==> src/bayes_cpt_marginal_probability_macros.svh <==
// Assertion macros shared by the marginal probability block.
// Depends on nothing; taken in by bcmp_pipe_ctrl, the module that carries assertions.
`ifndef BAYES_CPT_MARGINAL_PROBABILITY_MACROS_SVH
`define BAYES_CPT_MARGINAL_PROBABILITY_MACROS_SVH

// Implication in the same cycle.
`define BCMP_ASSERT_IMP(label, clk, rst, ante, cons) \
  label: assert property (@(posedge clk) disable iff (rst) (ante) |-> (cons)) \
    else $error("bcmp assertion failed");

// Implication checked in the following cycle.
`define BCMP_ASSERT_NEXT(label, clk, rst, ante, cons) \
  label: assert property (@(posedge clk) disable iff (rst) (ante) |=> (cons)) \
    else $error("bcmp assertion failed");

`endif

==> src/bcmp_pkg.sv <==
// Shared constants, register indexes and the table lookup for the block.
// Depends on nothing.
package bcmp_pkg;

  localparam int PROB_W  = 8;
  localparam int OUT_W   = 7;
  localparam int ENTRY_W = 8;
  localparam int COUNT_W = 3;
  localparam int CFG_W   = 64;
  localparam int CFG_IDX_W = 2;

  localparam int FULL_SCALE_DEF = 100;

  localparam logic [CFG_IDX_W-1:0] REG_PARENT_COUNT = 2'd0;
  localparam logic [CFG_IDX_W-1:0] REG_CPT_FIRST    = 2'd1;
  localparam logic [CFG_IDX_W-1:0] REG_CPT_SECOND   = 2'd2;

  localparam logic [COUNT_W-1:0] COUNT_RESET = 3'd4;
  localparam logic [COUNT_W-1:0] COUNT_THREE = 3'd3;
  localparam logic [COUNT_W-1:0] COUNT_FOUR  = 3'd4;

  localparam int TP_STAGES  = 6;
  localparam int BL_STAGES  = 4;
  localparam int PIPE_DEPTH = 1 + TP_STAGES + 2 * BL_STAGES;

  function automatic logic [ENTRY_W-1:0] cpt_entry(
    input logic [CFG_W-1:0] first_half,
    input logic [CFG_W-1:0] second_half,
    input logic [3:0]       idx
  );
    logic [CFG_W-1:0] word;
    word = idx[3] ? second_half : first_half;
    return word[idx[2:0] * ENTRY_W +: ENTRY_W];
  endfunction

endpackage

==> src/bcmp_pipe_ctrl.sv <==
// Valid bits and per-stage load enables of the pipeline.
// Depends on bcmp_pkg and the assertion macro header.
`include "bayes_cpt_marginal_probability_macros.svh"

module bcmp_pipe_ctrl #(
  parameter int DEPTH = bcmp_pkg::PIPE_DEPTH
) (
  input  logic             clk,
  input  logic             rst,
  input  logic             in_valid,
  output logic             in_ready,
  output logic             out_valid,
  input  logic             out_ready,
  output logic [DEPTH-1:0] ld
);

  logic [DEPTH-1:0] vld;

  // A stage may load unless it and every stage after it are full and the
  // output is held.
  always_comb begin
    for (int k = 0; k < DEPTH; k++) begin
      ld[k] = out_ready || !(&(vld | ((DEPTH'(1) << k) - DEPTH'(1))));
    end
  end

  always_ff @(posedge clk) begin
    if (rst) begin
      vld <= '0;
    end else begin
      if (ld[0]) begin
        vld[0] <= in_valid;
      end
      for (int k = 1; k < DEPTH; k++) begin
        if (ld[k]) begin
          vld[k] <= vld[k-1];
        end
      end
    end
  end

  assign in_ready  = ld[0];
  assign out_valid = vld[DEPTH-1];

  `BCMP_ASSERT_IMP(a_bubble_accepts, clk, rst, vld != '1, in_ready)
  `BCMP_ASSERT_IMP(a_drain_accepts, clk, rst, out_ready, in_ready)
  `BCMP_ASSERT_NEXT(a_count_kept, clk, rst, 1'b1,
    $countones(vld) == $past($countones(vld)) + $past(in_valid && in_ready)
                       - $past(out_valid && out_ready))

endmodule

==> config.mk <==
export PLATFORM = sky130hd
export DESIGN_NAME = bcmp_pipe_ctrl
export DESIGN_NICKNAME = d
export VERILOG_FILES = /design/src/bcmp_pkg.sv /design/src/bcmp_pipe_ctrl.sv
export VERILOG_INCLUDE_DIRS = /design/src /design/src/src
export SDC_FILE = /design/constraint.sdc
export NUM_CORES = 1
export LEC_CHECK = 0
export ABC_AREA = 0
export ABC_CLOCK_PERIOD_IN_PS = 2300
export BUFFER_PORTS_ARGS = -buffer_cell sky130_fd_sc_hd__buf_2
export CAP_MARGIN = 10
export CORE_AREA = 4 4 41 43
export DETAILED_ROUTE_END_ITERATION = 8
export DIE_AREA = 0 0 45 47
export PLACE_DENSITY = 0.74
export SLEW_MARGIN = 10
export SYNTH_ARGS = -nofsm -noshare
export SYNTH_HDL_FRONTEND = slang
export SYNTH_SLANG_ARGS = --single-unit
==> constraint.sdc <==
create_clock -name clk -period 2.3 [get_ports clk]
set_input_delay 0.23 -clock clk [delete_from_list [all_inputs] [get_ports clk]]
set_output_delay 0.23 -clock clk [all_outputs]
set_load 0.005 [all_outputs]
Yosys cells after proc, flatten, opt, wreduce, memory -nomap -nowiden
Cells that the tools add are included.
Operators by class
  reductions and logical operators: 44
Operators with widths (number)
  $logic_not 1->1: 15
  $logic_or 1x1->1: 15
  $reduce_and 15->1: 1
  $reduce_and 14->1: 1
  $reduce_and 13->1: 1
  $reduce_and 12->1: 1
  $reduce_and 11->1: 1
  $reduce_and 10->1: 1
  $reduce_and 9->1: 1
  $reduce_and 8->1: 1
  $reduce_and 7->1: 1
  $reduce_and 6->1: 1
  $reduce_and 5->1: 1
  $reduce_and 4->1: 1
  $reduce_and 3->1: 1
  $reduce_and 2->1: 1
Word-level totals
  logic and storage cells: 59
  output and inout port bits: 17
  register bits: 15
  bits of input ports: 4

Logic depth before layout (Yosys ltp)
Gate-level depths: netlist (run 1).
  depth in word-level cells: 3
  gate-level depth with buffers: 4

Least setup slack after synthesis (run 1)
No wires, ideal clock.
  path kind: register to output
  start: register vld[14]
  end: output port ld[9]
  cell stages (with the launch flop): 4
  buffers on the path: 0
  path slack: 955 ps
  arrival: 1115 ps
  path through: dfxtp_1 > and3b_2 > inv_2 > or4_4
On the way
  cells in the longest elaborated chain, start to end: 3
Ends and longest elaborated chain
  from (decl): line bcmp_pipe_ctrl.sv:17  | logic [DEPTH-1:0] vld;
  from (signal, indexed assignment): line bcmp_pipe_ctrl.sv:36  | vld[k] <= vld[k-1];
  $reduce_and 6->1: line bcmp_pipe_ctrl.sv:23  | ld[k] = out_ready || !(&(vld | ((DEPTH'(1) << k) - DEPTH'(1))));
  $logic_not 1->1: line bcmp_pipe_ctrl.sv:23
  $logic_or 1x1->1: line bcmp_pipe_ctrl.sv:23
  to (decl): line bcmp_pipe_ctrl.sv:14  | output logic [DEPTH-1:0] ld
No other way between the ends.

Worst setup path after layout (run 1)
  start: register vld[12]
  end: output port ld[7]
On the way
  cells in the longest elaborated chain, start to end: 3
Ends and longest elaborated chain (line)
  $reduce_and 8->1: bcmp_pipe_ctrl.sv:23
  $logic_not 1->1: bcmp_pipe_ctrl.sv:23
  $logic_or 1x1->1: bcmp_pipe_ctrl.sv:23
No other way between the ends.

==> impl_metrics.env, run 1 <==
export IMPL_largestRegisters="vld: 15 flops"
export IMPL_area_growth_pct=19.76
export IMPL_cts_hold_buffers=0
export IMPL_reg2reg_to="vld[7]"
export IMPL_drt_first_pass_iters=4
export IMPL_tritoncts="done"
export IMPL_final_cell_mix="20 x buf_2, 15 x dfxtp_1, 10 x inv_1, 10 x a21oi_1, 7 x nor2_1"
export IMPL_vias_per_cell=5.564
export IMPL_dieArea_um2=2115
export IMPL_power_density_nw_per_um2=570.6
export IMPL_place_gp_congestion=0.7739
export IMPL_globalRouteOverflowTotal=0
export IMPL_rrSetupSlack_ns=0.89
export IMPL_port_buffers=20
export IMPL_outcome="complete, no violations"
export IMPL_cp_slowest_stage_delay_ns=0.46
export IMPL_finalCritPeriodShare=0.8135
export IMPL_internal_power_w=0.0003337
export IMPL_drt_iter0_drc=13
export IMPL_top_register="vld"
export IMPL_yosys_warnings=0
export IMPL_drv_slew=0
export IMPL_drv_cap=0
export IMPL_cts_setup_buffers=0
export IMPL_tns_ns=0
export IMPL_path_clk_slew_ns=0.09
export IMPL_r2r_start="vld[12]"
export IMPL_p_leak_nw=0.2851
export IMPL_combPwrFrac=0.024
export IMPL_syn_inst=75
export IMPL_endpoint_kind="output pin"
export IMPL_dp_slack_ns=0.7777
export IMPL_clkPwrFrac=0.360
export IMPL_max_freq_mhz=534.4
export IMPL_vdd_ir_drop_max_uv=348.9
export IMPL_start_util=0.4817
export IMPL_fillCellCount=114
export IMPL_drive_gt1_frac=0.2842
export IMPL_power_frac_seq=0.616
export IMPL_p_sw_frac=0.2211
export IMPL_ant_nets=0
export IMPL_ios=21
export IMPL_reg2regPathDepth=4
export IMPL_cts_buffers=3
export IMPL_clock_sinks=15
export IMPL_ys_types=22
export IMPL_syn_nets=79
export IMPL_antenna_found_initial=0
export IMPL_routed_wl_um=1426
export IMPL_die_w_um=45
export IMPL_coreArea_um2=1301
export IMPL_crit_path_cell_trace="and4_1, and3_1, inv_1, buf_2"
export IMPL_worst_slew_pin_slew_ns=0.3983
export IMPL_clockRootBuffer="clkbuf_4"
export IMPL_hold_viol=0
export IMPL_final_common_cell="buf_2"
export IMPL_rsz0062_at_grt="no"
export IMPL_setup_viol=0
export IMPL_relSlewSlack=0.7343
export IMPL_wl_per_cell_um=12.96
export IMPL_clock_skew_ns=0.001399
export IMPL_ctsResizeCount=0
export IMPL_arrival_ns=1.64
export IMPL_hold_path_end="vld[0]"
export IMPL_netlist_area_um2=626.9
export IMPL_htree_levels=1
export IMPL_drc_errors=0
export IMPL_track_usage=0.1538
export IMPL_fin_crit_ns=1.871
export IMPL_holdPathStages=3
export IMPL_grt_max_degree=16
export IMPL_ys_ff_latch=15
export IMPL_start_kind="flip-flop"
export IMPL_cp_max_fo=11
export IMPL_grt_pass1_wl_um=2228
export IMPL_hp_class="in -> reg"
export IMPL_cpMaxStageDelayCell="and4_1"
export IMPL_largest_register_ffs=15
export IMPL_setup_ws_ns=0.4289
export IMPL_ys_seq_area_frac=0.4790
export IMPL_worst_ep_required_time_ns=2.07
export IMPL_clk_latency_ns=0.29
export IMPL_die_y_um=47
export IMPL_rows=13
export IMPL_antenna_cells=0
export IMPL_min_from="in_valid"
export IMPL_nNetsFinal=100
export IMPL_cts_buffer_depth=2
export IMPL_vias=612
export IMPL_grt_pass1_vias=521
export IMPL_synth_avg_cell_area_um2=8.358
export IMPL_path_class="reg -> out"
export IMPL_p_sw_w=0.00009471
## kinds of logic (layout without fill, tap and decap cells)
group	after synthesis	in the layout	share of synthesized area
compound gates	14	14	0.1318
simple gates	31	31	0.2894
flops	15	15	0.4790
buf+inv	15	35	0.09980
## through the flow
step | utilization | total power, W | instances | hold WS [ns] | instance area, µm²
finish | 0.5769 | 0.0004284 | 110 | 0.1667 | 750.7
global route | 0.5769 | 0.0004471 | 110 | 0.1686 | 750.7
CTS | 0.5769 | 0.0004302 | 110 | 0.1670 | 750.7
detailed placement | 0.5567 | 0.0002802 | 106 | 0.4485 | 724.4
global placement | 0.5567 | 0.0002800 | 106 | 0.4392 | 724.4
floorplan | - | 0.0002748 | 75 | 0.2924 | 626.9
## synth_stat cells
master    count  area share
and3_1        4       0.040
inv_2         1      0.0060
and2_1        1       0.010
clkbuf_1      1      0.0060
inv_1        10       0.060
nor2_1        7       0.042
nand3_1       2       0.016
or3_1         1       0.010
nand4_1       4       0.040
buf_4         1       0.012
and3b_2       1       0.016
a21oi_1      10       0.080
nand2_1       5       0.030
a31oi_1       1       0.010
and4_1        3       0.042
or4_4         1       0.018
nand2b_1      1       0.010
buf_2         2       0.016
dfxtp_1      15        0.48
a21oi_2       1       0.014
and4b_1       1       0.016
a41oi_1       2       0.028
## power groups by stage
| stage | clock (W) | combinational [W] | sequential (W) |
|---|---|---|---|
| after global placement | 0 | 0.0000100 | 0.000270 |
| after floorplan | 0 | 0.00000523 | 0.000270 |
| after CTS | 0.000156 | 0.0000102 | 0.000264 |
| final | 0.000154 | 0.0000102 | 0.000264 |
| after global routing | 0.000171 | 0.0000113 | 0.000265 |
| after detailed placement | 0 | 0.0000101 | 0.000270 |
## worst max-delay path: cells and delay by family, from the launching register on
family	cells	cell delay, ns
flip-flops	1	0.42
AND/OR/NAND/NOR	2	0.73
buffers and inverters	2	0.20
## worst max-delay path by stage
stage          startpoint  endpoint
3_5_place_dp    out_ready     ld[9]
2_1_floorplan     vld[14]     ld[9]
6_report          vld[12]     ld[7]
5_1_grt           vld[12]     ld[7]
4_1_cts           vld[14]     ld[9]
3_3_place_gp      vld[12]     ld[7]
## cell type report
class,count,area [µm²],share of cell area
sequential,15,300.3,0.4000
timing repair buffer,20,100.1,0.1333
multi-input combinational,45,264.0,0.3517
tap,15,18.77,0.02500
clock buffer,4,26.28,0.03500
inverter,11,41.29,0.05500
## metal layers
layer  vias up  GRT usage  routed length [µm]
met4         0     0.1053                  43
met5         -          0                   0
met3         5    0.05747                  89
met2        24     0.2458                 672
met1       286     0.1702                 621
li1        297          -                   -
Note: power is estimated with default switching activity, not from simulation.
==> run 2: changes to the inputs <==
--- a/config.mk
+++ b/config.mk
@@ -6,13 +6,13 @@
 export SDC_FILE = /design/constraint.sdc
 export NUM_CORES = 1
 export LEC_CHECK = 0
-export ABC_AREA = 0
-export ABC_CLOCK_PERIOD_IN_PS = 2300
+export ABC_AREA = 1
+export ABC_CLOCK_PERIOD_IN_PS = 1800
 export BUFFER_PORTS_ARGS = -buffer_cell sky130_fd_sc_hd__buf_2
 export CAP_MARGIN = 10
-export CORE_AREA = 4 4 41 43
+export CORE_MARGIN = 4
+export CORE_UTILIZATION = 48
 export DETAILED_ROUTE_END_ITERATION = 8
-export DIE_AREA = 0 0 45 47
 export PLACE_DENSITY = 0.74
 export SLEW_MARGIN = 10
 export SYNTH_ARGS = -nofsm -noshare
==> constraint.sdc (replaced) <==
create_clock -name clk -period 1.8 [get_ports clk]
set_input_delay 0.18 -clock clk [delete_from_list [all_inputs] [get_ports clk]]
set_output_delay 0.18 -clock clk [all_outputs]
set_load 0.005 [all_outputs]
==> run 2 against run 1 <==
Core utilization increased by 5.4 points. Synthesized cell count up 33%. Worst setup slack lost 0.20 ns. First-iteration DRC count grew 31%. Critical path depth grew 2. Clock power is 27% higher. Via count is 4.1% higher. Largest cell class is now multi-input gates. Power rose by 28%. Critical endpoint is now ld[0]. Non-clock buffer count stayed put.
==> impl_metrics.env, run 2 <==
export IMPL_final_common_cell="inv_1"
export IMPL_clk_latency_ns=0.28
export IMPL_cts_hold_buffers=0
export IMPL_final_cell_mix="21 x inv_1, 20 x buf_2, 19 x nand2_1, 15 x nor2_1, 15 x dfxtp_1"
export IMPL_finalCritPeriodShare=0.8726
export IMPL_ctsResizeCount=0
export IMPL_arrival_ns=1.39
export IMPL_drv_slew=0
export IMPL_path_clk_slew_ns=0.09
export IMPL_cts_buffers=3
export IMPL_dpl_hpwl_um=1131
export IMPL_nNetsFinal=127
export IMPL_drt_iter0_drc=17
export IMPL_endpoint_kind="output pin"
export IMPL_grt_pass1_vias=571
export IMPL_dieArea_um2=2179
export IMPL_fin_area_um2=852.1
export IMPL_clock_sinks=15
export IMPL_coreArea_um2=1350
export IMPL_synth_top_area_frac=0.4181
export IMPL_drc_errors=0
export IMPL_setup_ws_ns=0.2294
export IMPL_rsz0062_at_grt="no"
export IMPL_dp_slack_ns=0.5401
export IMPL_rows=13
export IMPL_relSlewSlack=0.7956
export IMPL_ys_ff_latch=15
export IMPL_fin_crit_ns=1.571
export IMPL_grt_pass1_wl_um=2366
export IMPL_outcome="complete, no violations"
export IMPL_area_growth_pct=18.64
export IMPL_timing_hold_ws_ns=0.1292
export IMPL_synth_common_cells="21 x inv_1, 19 x nand2_1, 15 x dfxtp_1, 15 x nor2_1, 9 x a21oi_1"
export IMPL_max_freq_mhz=636.7
export IMPL_drv_cap=0
export IMPL_die_y_um=46.68
export IMPL_antenna_found_initial=0
export IMPL_ys_types=15
export IMPL_tns_ns=0
export IMPL_wl_per_cell_um=10.78
export IMPL_grt_max_degree=16
export IMPL_antenna_cells=0
export IMPL_routed_wl_um=1477
export IMPL_async_flop_share=0
export IMPL_largest_register_ffs=15
export IMPL_synth_top_cell_by_area="dfxtp_1"
export IMPL_netlist_area_um2=718.2
export IMPL_yosysMostFrequentCell="inv_1"
export IMPL_setup_viol=0
export IMPL_path_class="reg -> out"
export IMPL_synth_edf_count=0
export IMPL_synth_avg_cell_area_um2=7.182
export IMPL_cp_max_fo=7
export IMPL_hp_class="in -> reg"
export IMPL_netlist_top_cells_area="dfxtp_1 42%, inv_1 11%, nand2_1 9.9%"
export IMPL_yosys_warnings=0
export IMPL_worst_ep_required_time_ns=1.62
export IMPL_drt_first_pass_iters=4
export IMPL_place_gp_congestion=0.8180
export IMPL_power_density_nw_per_um2=643.4
export IMPL_vdd_ir_drop_max_uv=347.1
export IMPL_die_w_um=46.68
export IMPL_worst_slew_pin_slew_ns=0.3067
export IMPL_placed_area_um2=825.8
export IMPL_clock_skew_ns=0.002075
export IMPL_syn_nets=104
export IMPL_cts_setup_buffers=0
export IMPL_start_util=0.5320
export IMPL_ys_flop_type="dfxtp_1"
export IMPL_top_register="vld"
export IMPL_vias=637
export IMPL_htree_levels=1
export IMPL_largestRegisters="vld: 15 flops"
export IMPL_tritoncts="done"
export IMPL_hold_viol=0
export IMPL_clockRootBuffer="clkbuf_4"
export IMPL_cts_buffer_depth=2
export IMPL_ios=21
export IMPL_drive_gt1_frac=0.2787
export IMPL_start_kind="flip-flop"
export IMPL_port_buffers=20
export IMPL_syn_inst=100
export IMPL_vias_per_cell=4.650
export IMPL_globalRouteOverflowTotal=0
export IMPL_p_leak_nw=0.3605
export IMPL_ant_nets=0
export IMPL_track_usage=0.1548
export IMPL_ys_seq_area_frac=0.4181
## run 2: stage by stage
step | cells | util | power (W)
final | 137 | 0.6311 | 0.0005482
after global routing | 137 | 0.6311 | 0.0005714
after CTS | 137 | 0.6311 | 0.0005530
after detailed placement | 133 | 0.6117 | 0.0003611
after global placement | 133 | 0.6117 | 0.0003607
after floorplan | 100 | - | 0.0003536
## run 2: metal layers
metal / wire, µm / vias up / part of all wire / global-route usage
met5: 0 / - / 0 / 0
met4: 15 / 0 / 0.010 / 0.06630
met3: 73 / 2 / 0.049 / 0.03516
met2: 640 / 17 / 0.43 / 0.2253
met1: 747 / 273 / 0.51 / 0.2163
li1: - / 345 / - / -
## run 2: worst paths after layout
kind,to,from,slack [ns],depth (start not counted)
setup reg to reg,vld[2],vld[14],0.66,6
hold reg to reg,vld[14],vld[13],0.47,2
setup / recovery,ld[0],vld[14],0.23,6
hold / removal,vld[0],in_valid,0.13,3
## run 2: final cells by class
cell class	count	area, µm²
Clock buffer	4	26.28
Fill cell	126	498.0
Inverter	21	78.83
Multi-Input combinational cell	62	327.8
Sequential cell	15	300.3
Tap cell	15	18.77
Timing Repair Buffer	20	100.1
## run 2: power breakdown
group | internal, W | total (W) | switching, W
clock network | 0.0000861 | 0.000195 | 0.000109
logic | 0.00000499 | 0.0000156 | 0.0000106
registers | 0.000335 | 0.000338 | 0.00000248
total | 0.000426 | 0.000548 | 0.000122
## run 2: logic make-up after synthesis
logic type / synth area share
DFF: 0.4181
buffers and inverters: 0.1254
and+or+nand+nor: 0.3571
AOI/OAI and AO/OA: 0.09931
## run 2: critical path, cell delays in order (launching register included)
cell	delay, ns
dfxtp_1	0.36
nand2_2	0.08
nor2_4	0.18
nand2_4	0.12
nor2_8	0.14
nand3_1	0.09
buf_2	0.13
