**src/bayes_cpt_marginal_probability_macros.svh**
```systemverilog
// Assertion macros shared by the marginal probability block.
// Depends on nothing; taken in by bcmp_pipe_ctrl, the module that carries assertions.
`ifndef BAYES_CPT_MARGINAL_PROBABILITY_MACROS_SVH
`define BAYES_CPT_MARGINAL_PROBABILITY_MACROS_SVH

// Implication in the same cycle.
`define BCMP_ASSERT_IMP(label, clk, rst, ante, cons) \
  label: assert property (@(posedge clk) disable iff (rst) (ante) |-> (cons)) \
    else $error("bcmp assertion failed");

// Implication checked in the following cycle.
`define BCMP_ASSERT_NEXT(label, clk, rst, ante, cons) \
  label: assert property (@(posedge clk) disable iff (rst) (ante) |=> (cons)) \
    else $error("bcmp assertion failed");

`endif

```
**src/bcmp_pkg.sv**
```systemverilog
// Shared constants, register indexes and the table lookup for the block.
// Depends on nothing.
package bcmp_pkg;

  localparam int PROB_W  = 8;
  localparam int OUT_W   = 7;
  localparam int ENTRY_W = 8;
  localparam int COUNT_W = 3;
  localparam int CFG_W   = 64;
  localparam int CFG_IDX_W = 2;

  localparam int FULL_SCALE_DEF = 100;

  localparam logic [CFG_IDX_W-1:0] REG_PARENT_COUNT = 2'd0;
  localparam logic [CFG_IDX_W-1:0] REG_CPT_FIRST    = 2'd1;
  localparam logic [CFG_IDX_W-1:0] REG_CPT_SECOND   = 2'd2;

  localparam logic [COUNT_W-1:0] COUNT_RESET = 3'd4;
  localparam logic [COUNT_W-1:0] COUNT_THREE = 3'd3;
  localparam logic [COUNT_W-1:0] COUNT_FOUR  = 3'd4;

  localparam int TP_STAGES  = 6;
  localparam int BL_STAGES  = 4;
  localparam int PIPE_DEPTH = 1 + TP_STAGES + 2 * BL_STAGES;

  function automatic logic [ENTRY_W-1:0] cpt_entry(
    input logic [CFG_W-1:0] first_half,
    input logic [CFG_W-1:0] second_half,
    input logic [3:0]       idx
  );
    logic [CFG_W-1:0] word;
    word = idx[3] ? second_half : first_half;
    return word[idx[2:0] * ENTRY_W +: ENTRY_W];
  endfunction

endpackage

```
**src/bcmp_blend.sv**
```systemverilog
// Blend of two results by an extra parent, with round-half-up division by
// full scale and clamping. Depends on bcmp_pkg.
module bcmp_blend #(
  parameter int FULL_SCALE = bcmp_pkg::FULL_SCALE_DEF
) (
  input  logic                            clk,
  input  logic [bcmp_pkg::BL_STAGES-1:0]  ld,
  input  logic [$clog2(FULL_SCALE+1)-1:0] lo,
  input  logic [$clog2(FULL_SCALE+1)-1:0] hi,
  input  logic [$clog2(FULL_SCALE+1)-1:0] p,
  output logic [$clog2(FULL_SCALE+1)-1:0] res
);

  localparam int PW    = $clog2(FULL_SCALE + 1);
  localparam int BXW   = $clog2(FULL_SCALE * FULL_SCALE + FULL_SCALE / 2 + 1);
  localparam int SHIFT = BXW + $clog2(FULL_SCALE);
  localparam int MW    = BXW + 2;
  localparam longint unsigned MULT =
    ((64'd1 << SHIFT) + FULL_SCALE - 1) / FULL_SCALE;
  localparam int PDW   = BXW + MW;

  logic [PW-1:0]  np;
  logic [BXW-1:0] plo;
  logic [BXW-1:0] phi;
  logic [BXW-1:0] x;
  logic [PDW-1:0] prod;
  logic [BXW-1:0] quot;

  assign np   = PW'(FULL_SCALE) - p;
  assign quot = BXW'(prod >> SHIFT);

  always_ff @(posedge clk) begin
    if (ld[0]) begin
      plo <= BXW'(lo) * BXW'(np);
      phi <= BXW'(hi) * BXW'(p);
    end
    if (ld[1]) begin
      x <= plo + phi + BXW'(FULL_SCALE / 2);
    end
    if (ld[2]) begin
      prod <= PDW'(x) * PDW'(MULT);
    end
    if (ld[3]) begin
      res <= (quot > BXW'(FULL_SCALE)) ? PW'(FULL_SCALE) : PW'(quot);
    end
  end

endmodule
```
**config.mk**
```make
export PLATFORM = sky130hd
export DESIGN_NAME = bcmp_blend
export DESIGN_NICKNAME = d
export VERILOG_FILES = /design/src/bayes_cpt_marginal_probability_macros.svh /design/src/bcmp_pkg.sv /design/src/bcmp_blend.sv
export SDC_FILE = /design/constraint.sdc
export NUM_CORES = 1
export LEC_CHECK = 0
export ABC_AREA = 1
export CORE_MARGIN = 3
export CORE_UTILIZATION = 26
export CTS_CLUSTER_SIZE = 30
export DETAILED_ROUTE_END_ITERATION = 10
export DONT_BUFFER_PORTS = 1
export SLEW_MARGIN = 15
export SYNTH_ARGS = -nofsm -noshare
export SYNTH_HDL_FRONTEND = slang
export SYNTH_SLANG_ARGS = --single-unit
```
**constraint.sdc**
```tcl
create_clock -name clk -period 7.3 [get_ports clk]
set_clock_uncertainty 0.05 [all_clocks]
set_input_delay 0.73 -clock clk [delete_from_list [all_inputs] [get_ports clk]]
set_output_delay 0.73 -clock clk [all_outputs]
set_load 0.05 [all_outputs]
```
* Yosys cells after proc, flatten, opt, wreduce, memory -nomap -nowiden
Cells that the tools add are included.
** Word-level totals
- Word-level logic and storage cells :: 12
- Memory bits (read-only) :: 0
- Register bits after elaboration :: 76
- Bits in latches :: 0
- Output and inout port bits :: 7
- Input bits :: 26
- RAM bits :: 0
- Memories :: 0
** Cells by class
- $add $sub $neg :: 3
- Multiply operators :: 3
- Bitwise operators :: 0
- Mux-type cells :: 0
- Eq/ne operators :: 0
- Reductions and logical operators :: 0
- $lt $le $gt $ge :: 1
- Shift operators :: 0
- Divide/modulo/power cells :: 0
** Operators with widths (count)
- $mul A7 B7 Y14 :: 2
- $mul A14 B13 Y27 const B :: 1
- $add A14 B14 Y14 :: 1
- $add A14 B6 Y14 const B :: 1
- $gt A8 B7 Y1 const B :: 1
- $sub A7 B7 Y7 const A :: 1

* Longest topological paths before layout
Gate-level depths: netlist of run 1.
- Word-level depth :: 2
- Depth in mapped cells :: 24
- Depth with buffers taken out :: 23

* Worst setup path after synthesis of run 1
OpenSTA, ideal clock, no wires.
- Kind :: in2reg
- Start :: in p[0]
- End :: reg plo[11] (data pin)
- Data required time :: 6.985 ns
- Cell stages on the path :: 23
- Buffers on the path :: 1
- Setup time :: 0.265 ns
- Data arrival time :: 5.176 ns
- Setup slack :: 1.809 ns
- Cell sequence :: clkbuf_1 > inv_1 > ha_1 > or2_4 > nand3_2 > nand2_1 > or2_0 > nand2_2 > inv_2 > nand2_1 > fa_1 > fa_1 > inv_1 > fa_1 > inv_1 > fa_1 > inv_1 > ha_1 > a21oi_1 > o21bai_1 > a21oi_1 > o21ai_0 > xor2_1
** On the way
- Word-level cells in the longest chain between the ends :: 2
** Ends and longest elaborated chain
- start: declaration :: RTL line bcmp_blend.sv:10 : input logic [$clog2(FULL_SCALE+1)-1:0] p,
- $sub A7 B7 Y7 :: RTL line bcmp_blend.sv:29 : assign np = PW'(FULL_SCALE) - p;
- $mul A7 B7 Y14 :: RTL line bcmp_blend.sv:34 : plo <= BXW'(lo) * BXW'(np);
- end signal: assignment :: RTL line bcmp_blend.sv:34
- end: declaration :: RTL line bcmp_blend.sv:23 : logic [BXW-1:0] plo;
No other way between the ends.
A chain may end at the register's enable or synchronous reset.

* Worst setup path after layout of run 1
Ends and elaborated chain as after synthesis.

==> results of run 1 <==
[per-stage QoR]
| stage | area (µm²) | setup slack, ns |
|---|---|---|
| after CTS | 10400 | 2.25 |
| after global placement | 10100 | 1.92 |
| after global routing | 10400 | 2.07 |
| after detailed placement | 10100 | 1.89 |
| after floorplan | 9580 | 1.81 |
| final | 10400 | 2.25 |
[state kept, by name, summed over array words and instances (netlist names)]
name	flops
x	14
prod	8
res	7
phi	14
plo	14
[cell type report]
type | count | area (µm²)
tap | 461 | 577
multi-input combinational | 763 | 6770
inverter | 281 | 1050
clock inverter | 7 | 92.6
clock buffer | 9 | 225
sequential | 57 | 1710
fill | 3781 | 25500
[cell usage after synthesis]
| cell type | n |
|---|---|
| and3_1 | 1 |
| fa_1 | 112 |
| a21oi_1 | 46 |
| nand3_2 | 1 |
| a21o_1 | 2 |
| edfxtp_1 | 57 |
| nor3_1 | 5 |
| o21bai_1 | 9 |
| or2_0 | 1 |
| a21boi_0 | 3 |
| or2_2 | 4 |
| o21ai_0 | 12 |
| xnor2_1 | 13 |
| nand3_1 | 32 |
| ha_1 | 186 |
| inv_1 | 279 |
| a211oi_1 | 2 |
| a31oi_1 | 1 |
| clkbuf_1 | 2 |
| inv_2 | 2 |
| or2_4 | 1 |
| xor2_1 | 24 |
| nor2_1 | 69 |
| o21ai_2 | 1 |
| nor4_1 | 1 |
| o21a_1 | 1 |
| buf_6 | 1 |
| buf_2 | 4 |
| a31o_2 | 1 |
| nand2_1 | 220 |
| nand2_2 | 1 |
| o2111ai_1 | 4 |
| nand4_1 | 9 |
| o21ai_1 | 1 |
[routing by layer]
| layer | vias to the layer above | wire length (µm) | GRT usage, % |
|---|---|---|---|
| met2 | 108 | 9230 | 18.1 |
| met5 | - | 0 | 0 |
| met3 | 20 | 644 | 1.94 |
| met1 | 3115 | 8510 | 12.7 |
| met4 | 0 | 250 | 2.04 |
| li1 | 3468 | - | - |
[worst max-delay path by stage]
| stage | from | end | slack (ns) | depth (start not counted) |
|---|---|---|---|---|
| final | p[0] | plo[11]$_DFFE_PP_ | 2.25 | 22 |
| after CTS | p[0] | plo[11]$_DFFE_PP_ | 2.25 | 22 |
| after global placement | p[0] | plo[11]$_DFFE_PP_ | 1.92 | 22 |
| after detailed placement | p[0] | plo[11]$_DFFE_PP_ | 1.89 | 22 |
| after floorplan | p[0] | plo[11]$_DFFE_PP_ | 1.81 | 23 |
| after global routing | p[0] | plo[11]$_DFFE_PP_ | 2.07 | 22 |
[cell usage in the layout (no fill, tap or decap), types with 4 or more instances in the layout]
master     Yosys  layout
xnor2_1       13      13
nor2_1        69      69
or2_2          4       4
xor2_1        24      24
clkbuf_16      0       9
nand3_1       32      32
inv_1        279     279
fa_1         112     112
o21bai_1       9       9
o2111ai_1      4       4
nand4_1        9       9
edfxtp_1      57      57
a21oi_1       46      46
o21ai_0       12      12
nand2_1      220     220
nor3_1         5       5
ha_1         186     186
[logic make-up after synthesis]
family,Yosys count
buf+inv,288
xor+xnor,37
simple gates,345
compound gates,83
fa+ha+maj,298
flops,57
[critical path: cells and delay by family]
kind / cells / cell delay [ns]
and+or+nand+nor: 6 / 0.79
buffers and inverters: 5 / 0.21
xor gates and xnor gates: 1 / 0.16
AOI/OAI and AO/OA: 4 / 0.62
adders and majority gates: 6 / 2.55
==> results.md, run 1 <==
- Status: complete, no violations
- CTS sink count: 57
- Hold_sp: ld[0]
- Highest fanout seen on the critical path: 16
- Via density: 4.25
- Min Tclk post-route: 5.05 ns
- Relative slew slack: 65.3%
- Largest net degree at the start of global routing: 29
- Hold endpoint: phi[13]$_DFFE_PP_
- GRT Util Overall: 10.1%
- RR Endpoint: prod[26]$_DFFE_PP_
- Initial DRT Pass Iterations: 5
- Post-synthesis instance area: 0.00958 mm²
- Post-synth top area cell: ha_1
- Share of layout cells above drive strength 1: 2.33%
- DP Wirelength: 16.5 mm
- Post CTS Setup Buffer Count: 0
- Ant. Diodes: 0
- Critical path's largest stage delay: 0.54 ns
- Avg WL per Cell: 11.8 µm
- CP Data Required Time: 7.33 ns
- Die ar.: 0.0392 mm²
- Clk slew on worst S/H paths: 0.06 ns
- Worst Hold Class: in2reg
- Hold Path Stages: 0
- Core area: 0.0359 mm²
- FF-to-FF path depth: 18
- Hold Slack: 0.447 ns
- Final critical-path share of the clock period: 69.2%
- Mux contribution to synthesized area: 0%
- Layout Cells excl Fill: 1578
- Port Buffers: 0
- CTS resizes: 0
- Final core utilization: 29.0%
- Kind of end point of the critical path: flip-flop
- Xor-xnor portion of the synthesized cell area: 3.38%
- DR DRC count: 0
- Final Net Count: 1436
- Vert. Die Dim: 198 µm
- Synthesized Nets: 1432
- Synth top area cells: ha_1 24%, fa_1 23%, edfxtp_1 18%
- Clk Latency, worst-skew pair: 0.34 ns
- Vias in the first global route: 6953
- Largest family of logic cells by synthesized area: adder cells
- CTS root buf: clkbuf_16
- FF+latch count, synth: 57
- FF-to-FF setup slack: 2.69 ns
- First-pass GRT wire length: 32.5 mm
- Critical-path top delay cell: fa_1
- Post-route setup TNS: 0 ns
- Final max-slew violation count: 0
- RePlAce Congestion: 0.903
- Initial DRC Count: 247
- Simple-gate area share of the yosys netlist: 14.6%
- CTS H-tree lvls: 3
- Gr ovfl total: 0
- DIE WIDTH: 198 µm
- Max Fclk: 0.198 GHz
- Avg Synthesized Cell Area: 8.64 µm²
- CTS Buffer Depth: 2
- CTS tree: built
- Boundary pin count: 33
- Synth top area share: 24.3%
- Post-synth cell types: 34
- Worst r2r src: x[8]$_DFFE_PP_
- Worst Path Arrival: 5.08 ns
- Final WL: 18.6 mm
- Crit path launch type: input port
- Endpoints failing hold: 0
- MaxCap Viol Count: 0
- Unrepaired setup endpoints after global routing: false
- Synth Area in Compound Gates: 5.03%
- Starting Density: 26.7%
- Dpl cells: 1562
- Area delta synth->final: 8.94%
- Final setup viols: 0
- Register area share after synthesis: 17.9%
- WS Path Type: in2reg
- # hold bufs at CTS: 0
- Vias: 6711
- Initial antenna violation count: 0
- Mapped Cells: 1108
- Crit-path cells: inv_1 > ha_1 > or2_4 > nand3_2 > nand2_1 > or2_0 > nand2_2 > inv_2 > nand2_1 > fa_1 > fa_1 > inv_1 > fa_1 > inv_1 > fa_1 > inv_1 > ha_1 > a21oi_1 > o21bai_1 > a21oi_1 > o21ai_0 > xor2_1
- Cell Rows: 69
- Antenna Nets Post-Route: 0
- CTS Buf Count: 9
- Synth Area in Adders: 47.7%
- Yosys warning total: 0
- Worst-Margin Slew: 0.519 ns
Power of run 1 is not shown: default switching activity piles up to over one toggle a cycle in this logic, so the estimate is an artifact.
==> run 2: changes to the inputs <==
- clock period: 7.3 -> 4.9 ns (I/O delays scaled with it)
==> run 2 against run 1 <==
Against the previous run: sequential share of layout area decreased by 0.051 points; highest routed layer unchanged; global-route usage up 0.30 points; core utilization increased by 0.091 points; wire length is 1.9% higher.
==> results.md, run 2 (synthesis results as in run 1) <==
- Status: complete, no violations (unchanged)
- CTS root buf: clkbuf_16 (unchanged)
- CP Data Required Time: 4.94 ns (was 7.33 ns)
- Largest regs: phi x14, plo x14, x x14 (unchanged)
- GRT Util Overall: 10.4% (was 10.1%)
- Final Net Count: 1440 (was 1436)
- DP Wirelength: 16.7 mm (was 16.5 mm)
- CTS sink count: 57 (unchanged)
- Vert. Die Dim: 198 µm (unchanged)
- Antenna Nets Post-Route: 0 (unchanged)
- Worst-Margin Slew: 0.467 ns (was 0.519 ns)
- DR DRC count: 0 (unchanged)
- Commonest non-fill, non-tap cell in the layout: inv_1 (unchanged)
- Clk slew on worst S/H paths: 0.06 ns (about the same)
- Relative slew slack: 68.9% (was 65.3%)
- # hold bufs at CTS: 0 (unchanged)
- Post-route setup TNS: 0 ns (unchanged)
- Cell Rows: 69 (unchanged)
- Highest fanout seen on the critical path: 6 (was 16)
- Starting Density: 26.7% (unchanged)
- Final critical-path share of the clock period: 93.4%
- CTS tree: built (unchanged)
- Gr ovfl total: 0 (unchanged)
- Post CTS Setup Buffer Count: 0 (unchanged)
- Worst Hold Class: in2reg (unchanged)
- Layout fillers: 3834 (was 3781)
- Port Buffers: 0 (unchanged)
- Share of layout cells above drive strength 1: 2.85% (was 2.33%)
- Die ar.: 0.0392 mm² (unchanged)
- Initial antenna violation count: 0 (unchanged)
- Max Fclk: 0.219 GHz
- Largest net degree at the start of global routing: 29 (unchanged)
- Via density: 4.25 (about the same)
- MaxCap Viol Count: 0 (unchanged)
- Crit path launch type: flip-flop (was input port)
- Endpoints failing hold: 0 (unchanged)
- Core area: 0.0359 mm² (unchanged)
- RePlAce Congestion: 0.866 (was 0.903)
- Vias in the first global route: 7202 (was 6953)
- CTS Buf Count: 9 (unchanged)
- Avg WL per Cell: 12.0 µm (was 11.8 µm)
- DIE WIDTH: 198 µm (unchanged)
- Worst Path Arrival: 4.61 ns (was 5.08 ns)
- Initial DRT Pass Iterations: 6 (was 5)
- Clk Latency, worst-skew pair: 0.34 ns (about the same)
- Final max-slew violation count: 0 (unchanged)
- First-pass GRT wire length: 33.5 mm (was 32.5 mm)
- Area delta synth->final: 9.28% (was 8.94%)
- Initial DRC Count: 266 (was 247)
- Final core utilization: 29.1% (was 29.0%)
- CTS resizes: 0 (unchanged)
- Commonest non-fill, non-tap cells in the layout: 279 x inv_1, 220 x nand2_1, 185 x ha_1 (was 279 x inv_1, 220 x nand2_1, 186 x ha_1)
- Kind of end point of the critical path: flip-flop (unchanged)
- Min Tclk post-route: 4.57 ns
- CTS H-tree lvls: 3 (unchanged)
- Boundary pin count: 33 (unchanged)
- WS Path Type: reg2reg (was in2reg)
- Unrepaired setup endpoints after global routing: false (unchanged)
- Final setup viols: 0 (unchanged)
- Vias: 6728 (was 6711)
- Ant. Diodes: 0 (unchanged)
- CTS Buffer Depth: 2 (unchanged)
- Final WL: 19.0 mm (was 18.6 mm)
==> run 2: changes by cell type in the layout (fill, tap and decap cells not counted), sizes merged <==
| cell | change |
|---|---|
| clkinvlp | -1 |
| bufinv | -1 |
| buf | +4 |
| clkinv | +1 |
| inv | +1 |
==> run 2: through the flow <==
step / setup slack, ns / instances / hold WS [ns] / instance area (µm²)
final: 0.325 / 1582 / 0.205 / 10500
after global routing: 0.0123 / 1582 / 0.191 / 10500
after CTS: 0.307 / 1582 / 0.194 / 10500
after detailed placement: -0.00948 / 1566 / 0.475 / 10200
after global placement: 0.0374 / 1566 / 0.469 / 10200
after floorplan: 0.0135 / 1108 / 0.452 / 9600
==> run 2: final cells by class <==
cell class / count / area (µm²) / area share (%)
Inverter: 281 / 1050 / 10.1
Timing Repair Buffer: 4 / 30.0 / 0.287
Sequential cell: 57 / 1710 / 16.4
Clock inverter: 7 / 78.8 / 0.753
Tap cell: 461 / 577 / 5.51
Multi-Input combinational cell: 763 / 6790 / 64.9
Clock buffer: 9 / 225 / 2.15
==> run 2: final timing paths <==
kind | startpoint | to | slack (ns) | cells after the start
max reg2reg | x[9]$_DFFE_PP_ | prod[24]$_DFFE_PP_ | 0.33 | 17
min reg2reg | prod[27]$_DFFE_PP_ | res[6]$_SDFFCE_PN1P_ | 0.49 | 1
max | x[9]$_DFFE_PP_ | prod[24]$_DFFE_PP_ | 0.33 | 17
min | ld[2] | prod[21]$_DFFE_PP_ | 0.21 | 0
==> run 2: critical path, cell delays in order, from the launching register on <==
cell and delay, ns:
edfxtp_1 0.54, ha_1 0.38, inv_1 0.05, fa_1 0.48, inv_1 0.07, fa_1 0.48
fa_1 0.49, inv_1 0.05, fa_1 0.53, inv_1 0.04, ha_1 0.31, nand2_1 0.06
inv_1 0.08, nand2_1 0.09, nor4_1 0.31, nand2_1 0.12, nand3_1 0.10, nand2_1 0.07
==> run 2: layer usage <==
layer | part of all wire (%) | track usage (%) | routed length (µm) | up-vias
met2 | 48 | 18.2 | 9140 | 91
met5 | 0 | 0 | 0 | -
met1 | 46 | 13.0 | 8730 | 3147
met4 | 2.5 | 3.12 | 469 | 0
met3 | 3.4 | 2.13 | 648 | 22
li1 | - | - | - | 3468
Power of run 2 is left out for the same reason.
==> run 3: changes to the inputs <==
- clock period: 4.9 -> 3.8 ns (I/O delays scaled with it)
==> run 3 against run 2 <==
Against the previous run: the flow now finishes with violations (negative setup slack); flip-flop and latch count is the same; final cell count grew 7.3%; global-route usage grew 0.74 points; clock-buffer cell count is the same; wire length grew 12%; die area is the same; first-iteration DRC count shrank 1.5%; via count grew 8.3%; worst setup slack lost 0.84 ns; worst hold slack lost 0.10 ns; critical path depth shrank 1; non-clock buffer count grew 117.
==> results.md, run 3 (synthesis results as in run 1) <==
- FF-to-FF setup slack: -0.51 ns (was 0.33 ns)
- Final max-slew violation count: 0 (unchanged)
- Hold Path Stages: 0 (unchanged)
- Vias: 7288 (was 6728)
- Area delta synth->final: 26.9% (was 9.28%)
- Initial antenna violation count: 0 (unchanged)
- Crit path launch type: flip-flop (unchanged)
- Highest fanout seen on the critical path: 6 (unchanged)
- Hold Slack: 0.102 ns (was 0.205 ns)
- Failing checks: negative setup slack
- CTS root buf: clkbuf_16 (unchanged)
- FF-to-FF path depth: 16 (was 17)
- DR DRC count: 0 (unchanged)
- Share of layout cells above drive strength 1: 22.3% (was 2.85%)
- Final WL: 21.2 mm (was 19.0 mm)
- Via density: 4.29 (was 4.25)
- Largest regs: phi x14, plo x14, x x14 (unchanged)
- Core area: 0.0359 mm² (unchanged)
- CTS Buf Count: 9 (unchanged)
- RePlAce Congestion: 0.872 (was 0.866)
- Largest net degree at the start of global routing: 29 (unchanged)
- DP Wirelength: 17.9 mm (was 16.7 mm)
- Status: finished, violations left (was complete, no violations)
- Met1 Use GR: 12.6% (was 13.0%)
- Final setup viols: 15 (was 0)
- WS Path Type: reg2reg (unchanged)
- Hold_sp: ld[2] (unchanged)
- Starting Density: 26.7% (unchanged)
- Commonest non-fill, non-tap cell in the layout: inv_1 (unchanged)
- Initial DRC Count: 262 (was 266)
- CTS Buffer Depth: 2 (unchanged)
- Final critical-path share of the clock period: 113% (was 93.4%)
- Min Tclk post-route: 4.31 ns (was 4.57 ns)
- Boundary pin count: 33 (unchanged)
- Worst Slack Setup Final: -0.511 ns (was 0.325 ns)
- CTS H-tree lvls: 3 (unchanged)
- Worst r2r src: x[10]$_DFFE_PP_ (was x[9]$_DFFE_PP_)
- Worst-Margin Slew: 0.454 ns (was 0.467 ns)
- Initial DRT Pass Iterations: 5 (was 6)
- Gr ovfl total: 0 (unchanged)
- Clk Latency, worst-skew pair: 0.33 ns (was 0.34 ns)
- Endpoints failing hold: 0 (unchanged)
- DIE WIDTH: 198 µm (unchanged)
- RR Endpoint: prod[24]$_DFFE_PP_ (unchanged)
- MaxCap Viol Count: 0 (unchanged)
- Kind of end point of the critical path: flip-flop (unchanged)
- Die ar.: 0.0392 mm² (unchanged)
- # hold bufs at CTS: 0 (unchanged)
- Dpl cells: 1667 (was 1566)
- Worst Path Arrival: 4.35 ns (was 4.61 ns)
- Grt peak-use layer: met2 (unchanged)
- CP Data Required Time: 3.84 ns (was 4.94 ns)
- Antenna Nets Post-Route: 0 (unchanged)
- GRT Util Overall: 11.1% (was 10.4%)
- Final Net Count: 1557 (was 1440)
- Clk slew on worst S/H paths: 0.06 ns (about the same)
- CTS tree: built (unchanged)
- Ant. Diodes: 0 (unchanged)
- Vert. Die Dim: 198 µm (unchanged)
- Layout Cells excl Fill: 1698 (was 1582)
- Relative slew slack: 69.8% (was 68.9%)
- Max Fclk: 0.232 GHz (was 0.219 GHz)
- Cell Rows: 69 (unchanged)
- Port Buffers: 0 (unchanged)
- Met2 Track Usage GR: 21.3% (was 18.2%)
- CTS sink count: 57 (unchanged)
- Commonest non-fill, non-tap cells in the layout: 255 x inv_1, 197 x nand2_1, 155 x ha_1 (was 279 x inv_1, 220 x nand2_1, 185 x ha_1)
- Unrepaired setup endpoints after global routing: true (was false)
- Vias in the first global route: 7771 (was 7202)
- Avg WL per Cell: 12.5 µm (was 12.0 µm)
- Hold endpoint: prod[23]$_DFFE_PP_ (was prod[21]$_DFFE_PP_)
- Worst Hold Class: in2reg (unchanged)
- Global-route track usage on met3: 2.25% (was 2.13%)
- Final core utilization: 33.8% (was 29.1%)
- First-pass GRT wire length: 35.7 mm (was 33.5 mm)
## run 3: changes by cell type in the layout (fill, tap and decap cells not counted), sizes merged
cell	before	now
clkinvlp	1	0
bufinv	1	2
buf	4	121
inv	283	282
## run 3: layout make-up
type / instances / area, µm²
multi-input cells: 763 / 7530
well taps: 461 / 577
clock inverters: 6 / 82.6
repair buffers: 121 / 942
flip-flops and latches: 57 / 1710
fillers: 3660 / 23800
inverters: 281 / 1080
clock buffers: 9 / 225
## run 3: worst max-delay path, stage by stage (launching register included)
cell      delay (ns)
edfxtp_1        0.38
buf_6           0.16
fa_1            0.52
ha_4            0.29
inv_2           0.03
fa_1            0.52
inv_1           0.05
fa_1            0.40
fa_1            0.52
ha_4            0.34
nand2_1         0.08
nor2_2          0.12
inv_1           0.10
nor4_1          0.22
nand2_1         0.12
nand3_1         0.10
nand2_1         0.05
## run 3: repair_timing
item | CTS | global route
pin swaps | 46 | 35
setup endpoints to repair | 16 | 17
resized for setup | 77 | 44
setup buffers | 13 | 4
## run 3: worst max path at each step
| stage | slack [ns] | from | to |
|---|---|---|---|
| 2_1_floorplan | -0.81 | p[0] | plo[11]$_DFFE_PP_ |
| 3_3_place_gp | -0.77 | p[1] | plo[11]$_DFFE_PP_ |
| 3_5_place_dp | -0.77 | p[1] | plo[11]$_DFFE_PP_ |
| 4_1_cts | -0.45 | x[11]$_DFFE_PP_ | prod[26]$_DFFE_PP_ |
| 5_1_grt | -0.66 | x[12]$_DFFE_PP_ | prod[26]$_DFFE_PP_ |
| 6_report | -0.51 | x[10]$_DFFE_PP_ | prod[24]$_DFFE_PP_ |
## run 3: metal layers
layer	up-vias	wire length, µm
met5	-	0
met4	0	452
met3	36	867
met2	124	11000
met1	3428	8870
li1	3700	-
## run 3: metrics by stage
| step | worst slack, ns | setup TNS (ns) | area [µm²] |
|---|---|---|---|
| after global placement | -0.766 | -9.69 | 11100 |
| after floorplan | -0.807 | -6.80 | 9840 |
| after global routing | -0.661 | -8.24 | 12100 |
| final | -0.511 | -5.80 | 12100 |
| after detailed placement | -0.772 | -10.13 | 11100 |
| after CTS | -0.453 | -5.44 | 11900 |
Power of run 3 is left out for the same reason.
